<file path="config.mk">
export PLATFORM = sky130hd
export DESIGN_NAME = tcce_seq
export DESIGN_NICKNAME = d
export VERILOG_FILES = /design/src/rtl/text_console_cursor_engine_assert.svh /design/src/rtl/tcce_pkg.sv /design/src/rtl/tcce_seq.sv
export SDC_FILE = /design/constraint.sdc
export NUM_CORES = 1
export LEC_CHECK = 0
export CAP_MARGIN = 20
export CORE_AREA = 5 5 42 44
export DETAILED_ROUTE_END_ITERATION = 10
export DIE_AREA = 0 0 47 49
export DONT_BUFFER_PORTS = 1
export PLACE_DENSITY_LB_ADDON = 0.12
export SLEW_MARGIN = 20
export SYNTH_ARGS = -nofsm -noshare
export SYNTH_HDL_FRONTEND = slang
export SYNTH_SLANG_ARGS = --single-unit
</file>
<file path="constraint.sdc">
create_clock -name clk -period 3.3 [get_ports clk]
set_input_delay 0.33 -clock clk [delete_from_list [all_inputs] [get_ports clk]]
set_output_delay 0.33 -clock clk [all_outputs]
set_load 0.03 [all_outputs]
</file>
<file path="src/rtl/text_console_cursor_engine_assert.svh">
// assertion macros for the console engine
`ifndef TEXT_CONSOLE_CURSOR_ENGINE_ASSERT_SVH
`define TEXT_CONSOLE_CURSOR_ENGINE_ASSERT_SVH

// same-cycle implication, checked outside reset
`define TCCE_ASSERT(label, ante, cons) \
  label: assert property (@(posedge clk) disable iff (rst) (ante) |-> (cons)) \
    else $error("console engine assertion failed");

// next-cycle implication, checked outside reset
`define TCCE_ASSERT_NEXT(label, ante, cons) \
  label: assert property (@(posedge clk) disable iff (rst) (ante) |=> (cons)) \
    else $error("console engine assertion failed");

`endif

</file>
<file path="src/rtl/tcce_pkg.sv">
package tcce_pkg;

  // screen geometry
  localparam int COLUMNS = 80;
  localparam int ROWS    = 25;
  localparam int CELLS   = COLUMNS * ROWS;
  localparam int COL_W   = $clog2(COLUMNS);
  localparam int ROW_W   = $clog2(ROWS);
  localparam int ADDR_W  = $clog2(CELLS);
  localparam int POS_W   = (ADDR_W > 11) ? ADDR_W : 11;

  // item fields
  localparam int KIND_W  = 2;
  localparam int CHAR_W  = 8;
  localparam int IDX_W   = 11;
  localparam int CPOS_W  = 11;
  localparam int CELL_W  = 16;

  // configuration port
  localparam int CFG_IDX_W = 1;
  localparam int CFG_W     = 4;
  localparam logic [CFG_IDX_W-1:0] REG_FG = 1'b0;
  localparam logic [CFG_IDX_W-1:0] REG_BG = 1'b1;
  localparam logic [CFG_W-1:0] FG_RESET = 4'h7;
  localparam logic [CFG_W-1:0] BG_RESET = 4'h0;

  // item kinds
  localparam logic [KIND_W-1:0] KIND_PUT   = 2'd0;
  localparam logic [KIND_W-1:0] KIND_READ  = 2'd1;
  localparam logic [KIND_W-1:0] KIND_CLEAR = 2'd2;

  // control characters
  localparam logic [CHAR_W-1:0] CH_BS    = 8'd8;
  localparam logic [CHAR_W-1:0] CH_TAB   = 8'd9;
  localparam logic [CHAR_W-1:0] CH_LF    = 8'd10;
  localparam logic [CHAR_W-1:0] CH_CR    = 8'd13;
  localparam logic [CHAR_W-1:0] CH_SPACE = 8'd32;

  // cell contents after reset: space, light grey on black
  localparam logic [CELL_W-1:0] RESET_CELL = 16'h0720;

  // microcode step addresses
  localparam int STEP_W = 4;
  typedef logic [STEP_W-1:0] step_t;
  localparam step_t S_FETCH     = 4'd0;
  localparam step_t S_PUT       = 4'd1;
  localparam step_t S_RD        = 4'd2;
  localparam step_t S_RD_CAP    = 4'd3;
  localparam step_t S_CLR_INIT  = 4'd4;
  localparam step_t S_CLR_LOOP  = 4'd5;
  localparam step_t S_SCR_INIT  = 4'd6;
  localparam step_t S_SCR_LOOP  = 4'd7;
  localparam step_t S_FILL_INIT = 4'd8;
  localparam step_t S_FILL_LOOP = 4'd9;
  localparam step_t S_DONE      = 4'd10;

  typedef enum logic [1:0] {A_HOLD, A_ZERO, A_INC, A_FILL} addr_op_t;
  typedef enum logic [1:0] {C_HOLD, C_ZERO, C_PUT} cur_op_t;
  typedef enum logic [2:0] {M_NONE, M_PUT, M_READ, M_BLANK, M_COPYRD} mem_op_t;
  typedef enum logic [2:0] {
    J_TRUE, J_ACCEPT, J_SCROLL, J_MORE, J_MORE_COPY, J_OUT_BUSY
  } cond_t;

  // one control word
  typedef struct packed {
    addr_op_t addr_op;
    cur_op_t  cur_op;
    mem_op_t  mem_op;
    logic     cap;
    logic     emit;
    cond_t    cond;
    step_t    tgt_t;
    step_t    tgt_f;
  } ctrl_t;

  // datapath status seen by the sequencer
  typedef struct packed {
    logic              accept;
    logic [KIND_W-1:0] kind;
    logic              scroll;
    logic              more;
    logic              more_copy;
    logic              out_busy;
  } status_t;

  // control store
  function automatic ctrl_t ucode(step_t s);
    ctrl_t w;
    w.addr_op = A_HOLD;
    w.cur_op  = C_HOLD;
    w.mem_op  = M_NONE;
    w.cap     = 1'b0;
    w.emit    = 1'b0;
    w.cond    = J_TRUE;
    w.tgt_t   = S_FETCH;
    w.tgt_f   = S_FETCH;
    unique case (s)
      S_FETCH: begin
        w.cond  = J_ACCEPT;
        w.tgt_f = S_FETCH;
      end
      S_PUT: begin
        w.cur_op = C_PUT;
        w.mem_op = M_PUT;
        w.cond   = J_SCROLL;
        w.tgt_t  = S_SCR_INIT;
        w.tgt_f  = S_DONE;
      end
      S_RD: begin
        w.mem_op = M_READ;
        w.tgt_t  = S_RD_CAP;
      end
      S_RD_CAP: begin
        w.cap   = 1'b1;
        w.tgt_t = S_DONE;
      end
      S_CLR_INIT: begin
        w.addr_op = A_ZERO;
        w.cur_op  = C_ZERO;
        w.tgt_t   = S_CLR_LOOP;
      end
      S_CLR_LOOP: begin
        w.addr_op = A_INC;
        w.mem_op  = M_BLANK;
        w.cond    = J_MORE;
        w.tgt_t   = S_CLR_LOOP;
        w.tgt_f   = S_DONE;
      end
      S_SCR_INIT: begin
        w.addr_op = A_ZERO;
        w.tgt_t   = S_SCR_LOOP;
      end
      S_SCR_LOOP: begin
        w.addr_op = A_INC;
        w.mem_op  = M_COPYRD;
        w.cond    = J_MORE_COPY;
        w.tgt_t   = S_SCR_LOOP;
        w.tgt_f   = S_FILL_INIT;
      end
      S_FILL_INIT: begin
        w.addr_op = A_FILL;
        w.tgt_t   = S_FILL_LOOP;
      end
      S_FILL_LOOP: begin
        w.addr_op = A_INC;
        w.mem_op  = M_BLANK;
        w.cond    = J_MORE;
        w.tgt_t   = S_FILL_LOOP;
        w.tgt_f   = S_DONE;
      end
      S_DONE: begin
        w.emit  = 1'b1;
        w.cond  = J_OUT_BUSY;
        w.tgt_t = S_DONE;
        w.tgt_f = S_FETCH;
      end
      default: begin
        w.tgt_t = S_FETCH;
      end
    endcase
    return w;
  endfunction

endpackage

</file>
<file path="src/rtl/tcce_seq.sv">
module tcce_seq (
  input  logic             clk,
  input  logic             rst,
  input  tcce_pkg::status_t st,
  output tcce_pkg::ctrl_t   ctrl
);

  tcce_pkg::step_t pc;
  tcce_pkg::step_t pc_next;
  tcce_pkg::step_t dispatch;
  logic            take;

  assign ctrl = tcce_pkg::ucode(pc);

  // entry step for each item kind
  always_comb begin
    unique case (st.kind)
      tcce_pkg::KIND_PUT:   dispatch = tcce_pkg::S_PUT;
      tcce_pkg::KIND_READ:  dispatch = tcce_pkg::S_RD;
      tcce_pkg::KIND_CLEAR: dispatch = tcce_pkg::S_CLR_INIT;
      default:              dispatch = tcce_pkg::S_DONE;
    endcase
  end

  // jump condition and next step
  always_comb begin
    unique case (ctrl.cond)
      tcce_pkg::J_TRUE:      take = 1'b1;
      tcce_pkg::J_ACCEPT:    take = st.accept;
      tcce_pkg::J_SCROLL:    take = st.scroll;
      tcce_pkg::J_MORE:      take = st.more;
      tcce_pkg::J_MORE_COPY: take = st.more_copy;
      tcce_pkg::J_OUT_BUSY:  take = st.out_busy;
      default:               take = 1'b0;
    endcase
    if (ctrl.cond == tcce_pkg::J_ACCEPT && take) begin
      pc_next = dispatch;
    end else if (take) begin
      pc_next = ctrl.tgt_t;
    end else begin
      pc_next = ctrl.tgt_f;
    end
  end

  // step counter, reset starts the clearing pass
  always_ff @(posedge clk) begin
    if (rst) begin
      pc <= tcce_pkg::S_CLR_INIT;
    end else begin
      pc <= pc_next;
    end
  end

endmodule

</file>
## Yosys cells after proc, flatten, opt, wreduce, memory -nomap -nowiden

Index checks and enable logic that the tools add are counted.

| storage, ports and cells | value |
|---|---|
| output and inout port bits | 20 |
| bits in registers | 4 |
| bits of input ports | 9 |
| word-level logic and storage cells | 42 |

| operators by class | value |
|---|---|
| muxes and demuxes | 12 |
| equal/unequal tests | 17 |
| reduce and logical (&&, ||, !) cells | 12 |

Operators with widths:

| cell | count |
|---|---|
| $pmux 4 s6 | 1 |
| $eq 4x3->1 const B | 4 |
| $pmux 3 s5 | 1 |
| $eq 4x4->1 const B | 3 |
| $pmux 3 s4 | 1 |
| $pmux 4 s3 | 1 |
| $reduce_or 2->1 | 6 |
| $eq 4x2->1 const B | 2 |
| $mux 4 | 2 |
| $pmux 4 s2 | 1 |
| $eq 3x2->1 const B | 2 |
| $eq 3x3->1 const B | 2 |
| $pmux 1 s6 | 1 |
| $pmux 2 s3 | 1 |
| $reduce_or 3->1 | 2 |
| $eq 4x1->1 const B | 1 |
| $logic_not 4->1 | 1 |
| $pmux 2 s2 | 1 |
| $eq 3x1->1 const B | 1 |
| $logic_not 3->1 | 1 |
| $eq 2x1->1 const B | 1 |
| $eq 2x2->1 const B | 1 |
| $logic_not 2->1 | 1 |
| $mux 1 | 2 |
| $logic_and 1x1->1 | 1 |

## Depth between registers and ports, before layout

| logic depth | value |
|---|---|
| word-level depth | 7 |
| mapped depth | 6 |
| mapped depth without buffers | 5 |

## Worst setup path before layout

No wires, ideal clock.

| path | value |
|---|---|
| kind | register -> output |
| start | register pc[2] |
| end | output port ctrl[16] (netlist name) |
| data required time | 2.970 ns |
| path buffers | 2 |
| data arrival time | 1.650 ns |
| slack | 1.320 ns |
| cell stages (with the launch flop) | 5 |
| cell sequence | dfxtp_1 > clkbuf_1 > clkbuf_1 > nand2_1 > nor3_1 |

RTL lines:

| what | line | RTL |
|---|---|---|
| start: declaration | tcce_seq.sv:8 | `tcce_pkg::step_t pc;` |
| start signal: assignment | tcce_seq.sv:48 | `pc <= tcce_pkg::S_CLR_INIT;` |
| start signal: assignment | tcce_seq.sv:50 | `pc <= pc_next;` |
| end: declaration | tcce_seq.sv:5 | `output tcce_pkg::ctrl_t ctrl` |

==> impl_metrics.toml <==
[route]
vias = 507
wl_per_cell_microns = 14.9
via_per_inst = 5.76
drtAntennaViolNets = 0
routed_wl_microns = 1310
wl_met3_microns = 137
drtPass1Iterations = 3
drt_iter0_drc = 14
top_layer_used = "met3"
post-route-drc-count = 0
wl_met1_microns = 571
wl_met2_microns = 600

[global_route]
grt_max_degree = 19
antenna_found_initial = 0
grt_pass1_vias = 455
gr-total-overflow = 0
track_usage_pct = 11.3
grt_pass1_wl_microns = 1950

[yosys]
ys_ff_latch = 4
async_reset_ff_share_pct = 0
synth_top_area_share_pct = 16.5
yosysSeqAreaShare_pct = 16.5
syn_inst = 76
synth_flop_cell = "dfxtp_1"
yosys_warnings = 0
synth_area_sq_um = 484
yosys.area.top_type = "dfxtp_1"
synth_edf_count = 0
synthTopCellsByArea = "dfxtp_1 (17%), a21oi_1 (8.3%), nor2_1 (6.2%), nor3_1 (5.2%), o21ai_0 (5.2%)"
yosysUniqueCellTypes = 32
synth.avg_cell_area_sq_um = 6.37
synth_common_cells = "a21oi_1 (8), nor2_1 (8), nand2_1 (6)"

[floorplan]
core_sq_um = 1400
die_h_microns = 49
io_pins = 29
start_util_pct = 34.6
row_count = 14
dieArea_sq_um = 2300
fp.dieW_microns = 47

[run_status]
status = "finished, final reports clean"

[place]
dp_slack_ns = 1.16
dp_hpwl_microns = 1030
place_area_sq_um = 460
place.gp.congestion = 0.757
portBuffers = 0

[layout]
areaGrowthSynthToFinish_pct = -0.258
nNetsFinal = 83
stdcell_area_sq_um = 483
largest_reg_flops = 4
fill_cells = 180
drive_gt1_share_pct = 9.72
regMostFlops = "pc"
antenna_cells = 0
reg_top3 = "pc x4"

[timing]
worst_slew_pin_slew_ns = 1.03
setup_ws_ns = 1.08
fmax_mhz = 450
post-route-min-period_ns = 2.22
tns_ns = 0
rsz0062_at_grt = "no"
maxSlewHeadroom_pct = 30.3
fin_crit_sh_pct = 67.4
final_hold_viol_count = 0
holdWs_ns = 0.170
skew_ns = 0.00124
setup_viol_count_final = 0
report.final.slew_viol_count = 0

[pwr]
peakVddDrop_uv = 410
p_per_area_nw_per_um2 = 1440
static-leakage-power_nw = 0.188
power_mw = 0.697

[clock_network]
cts_buffers = 3
cts_max_path_buffers = 2
clkSinkCount = 4
cts_tree = "built"
root_buffer = "clkbuf_4"
post_cts_resized = 0
htreeDepth = 1
clock_latency_ns = 0.23
post_cts_buffers = 0
hold_buffers = 0
cts.clk_slew.worst_paths_ns = 0.04

[worst_setup_path]
worstSetupPathType = "register to output pin"
crit_fanout = 18
crit_slowest_cell = "o21ai_0"
critPathMaxStageDelay_ns = 0.85
end_kind = "output pin"
cp-start-kind = "register"
crit_required_ns = 2.97
cp_data_arrival_time_ns = 1.89
crit_chain = "inv_1, nand2_1, o21ai_0"

[run]
max_cap_viol_count = 0

[worst_hold_path]
hold_path_class = "input port to register"
-- metrics by stage --
step | cells | utilization [%]
finish | 88 | 34.5
floorplan | 77 | -
global placement | 85 | 32.9
CTS | 88 | 34.5
detailed placement | 85 | 32.9
global route | 88 | 34.5
-- path summary, 6_finish.rpt --
path	from	slack, ns	endpoint	cells past startpoint
worst min-delay path	rst	0.17	pc[0]	1
worst max register to register	pc[2]	1.17	pc[0]	5
worst max-delay path	pc[2]	1.08	ctrl[4]	3
worst min register to register	pc[1]	0.91	pc[1]	2
-- layout by cell type (no fill, tap or decap), drive strengths merged, types with 2 or more instances in the layout --
master,Yosys,layout
and3,2,2
clkbuf,3,3
o21ai,5,5
dfxtp,4,4
nand2,6,6
a21oi,8,8
nor2,8,8
o22ai,4,4
nand2b,3,3
nor3,5,5
inv,5,5
a31oi,3,3
conb,1,2
-- where the power goes --
part / internal (mW) / switching, mW / leakage (nW)
logic: 0.121 / 0.377 / 0.141
clock network: 0.0405 / 0.0180 / 0.0138
registers: 0.0689 / 0.0710 / 0.0332
-- logic make-up after synthesis --
| group | count (synthesis) | share of synthesized area [%] |
|---|---|---|
| compound gates | 28 | 36.4 |
| other cells | 1 | 0.774 |
| buf+inv | 13 | 13.7 |
| simple gates | 29 | 30.7 |
| flops | 4 | 16.5 |
| xor+xnor | 1 | 1.81 |
-- critical path: cells and delay by family, from the launching register on --
family	cells	cell delay [ns]
AOI/OAI and AO/OA	1	0.85
and+or+nand+nor	1	0.14
buffers and inverters	1	0.21
DFF	1	0.46
-- layer usage --
layer,up-vias,track usage (%)
li1,266,-
met3,0,4.06
met4,0,4.15
met5,-,0
met1,224,14.9
met2,17,16.3
-- layout make-up --
class | count | area (sq um) | share of cell area [%]
Tap cell | 16 | 20.0 | 4.15
Sequential cell | 4 | 80.1 | 16.6
Clock buffer | 3 | 22.5 | 4.66
Inverter | 5 | 18.8 | 3.89
Multi-Input combinational cell | 60 | 342 | 70.7
Power figures use the tool's default switching activity.
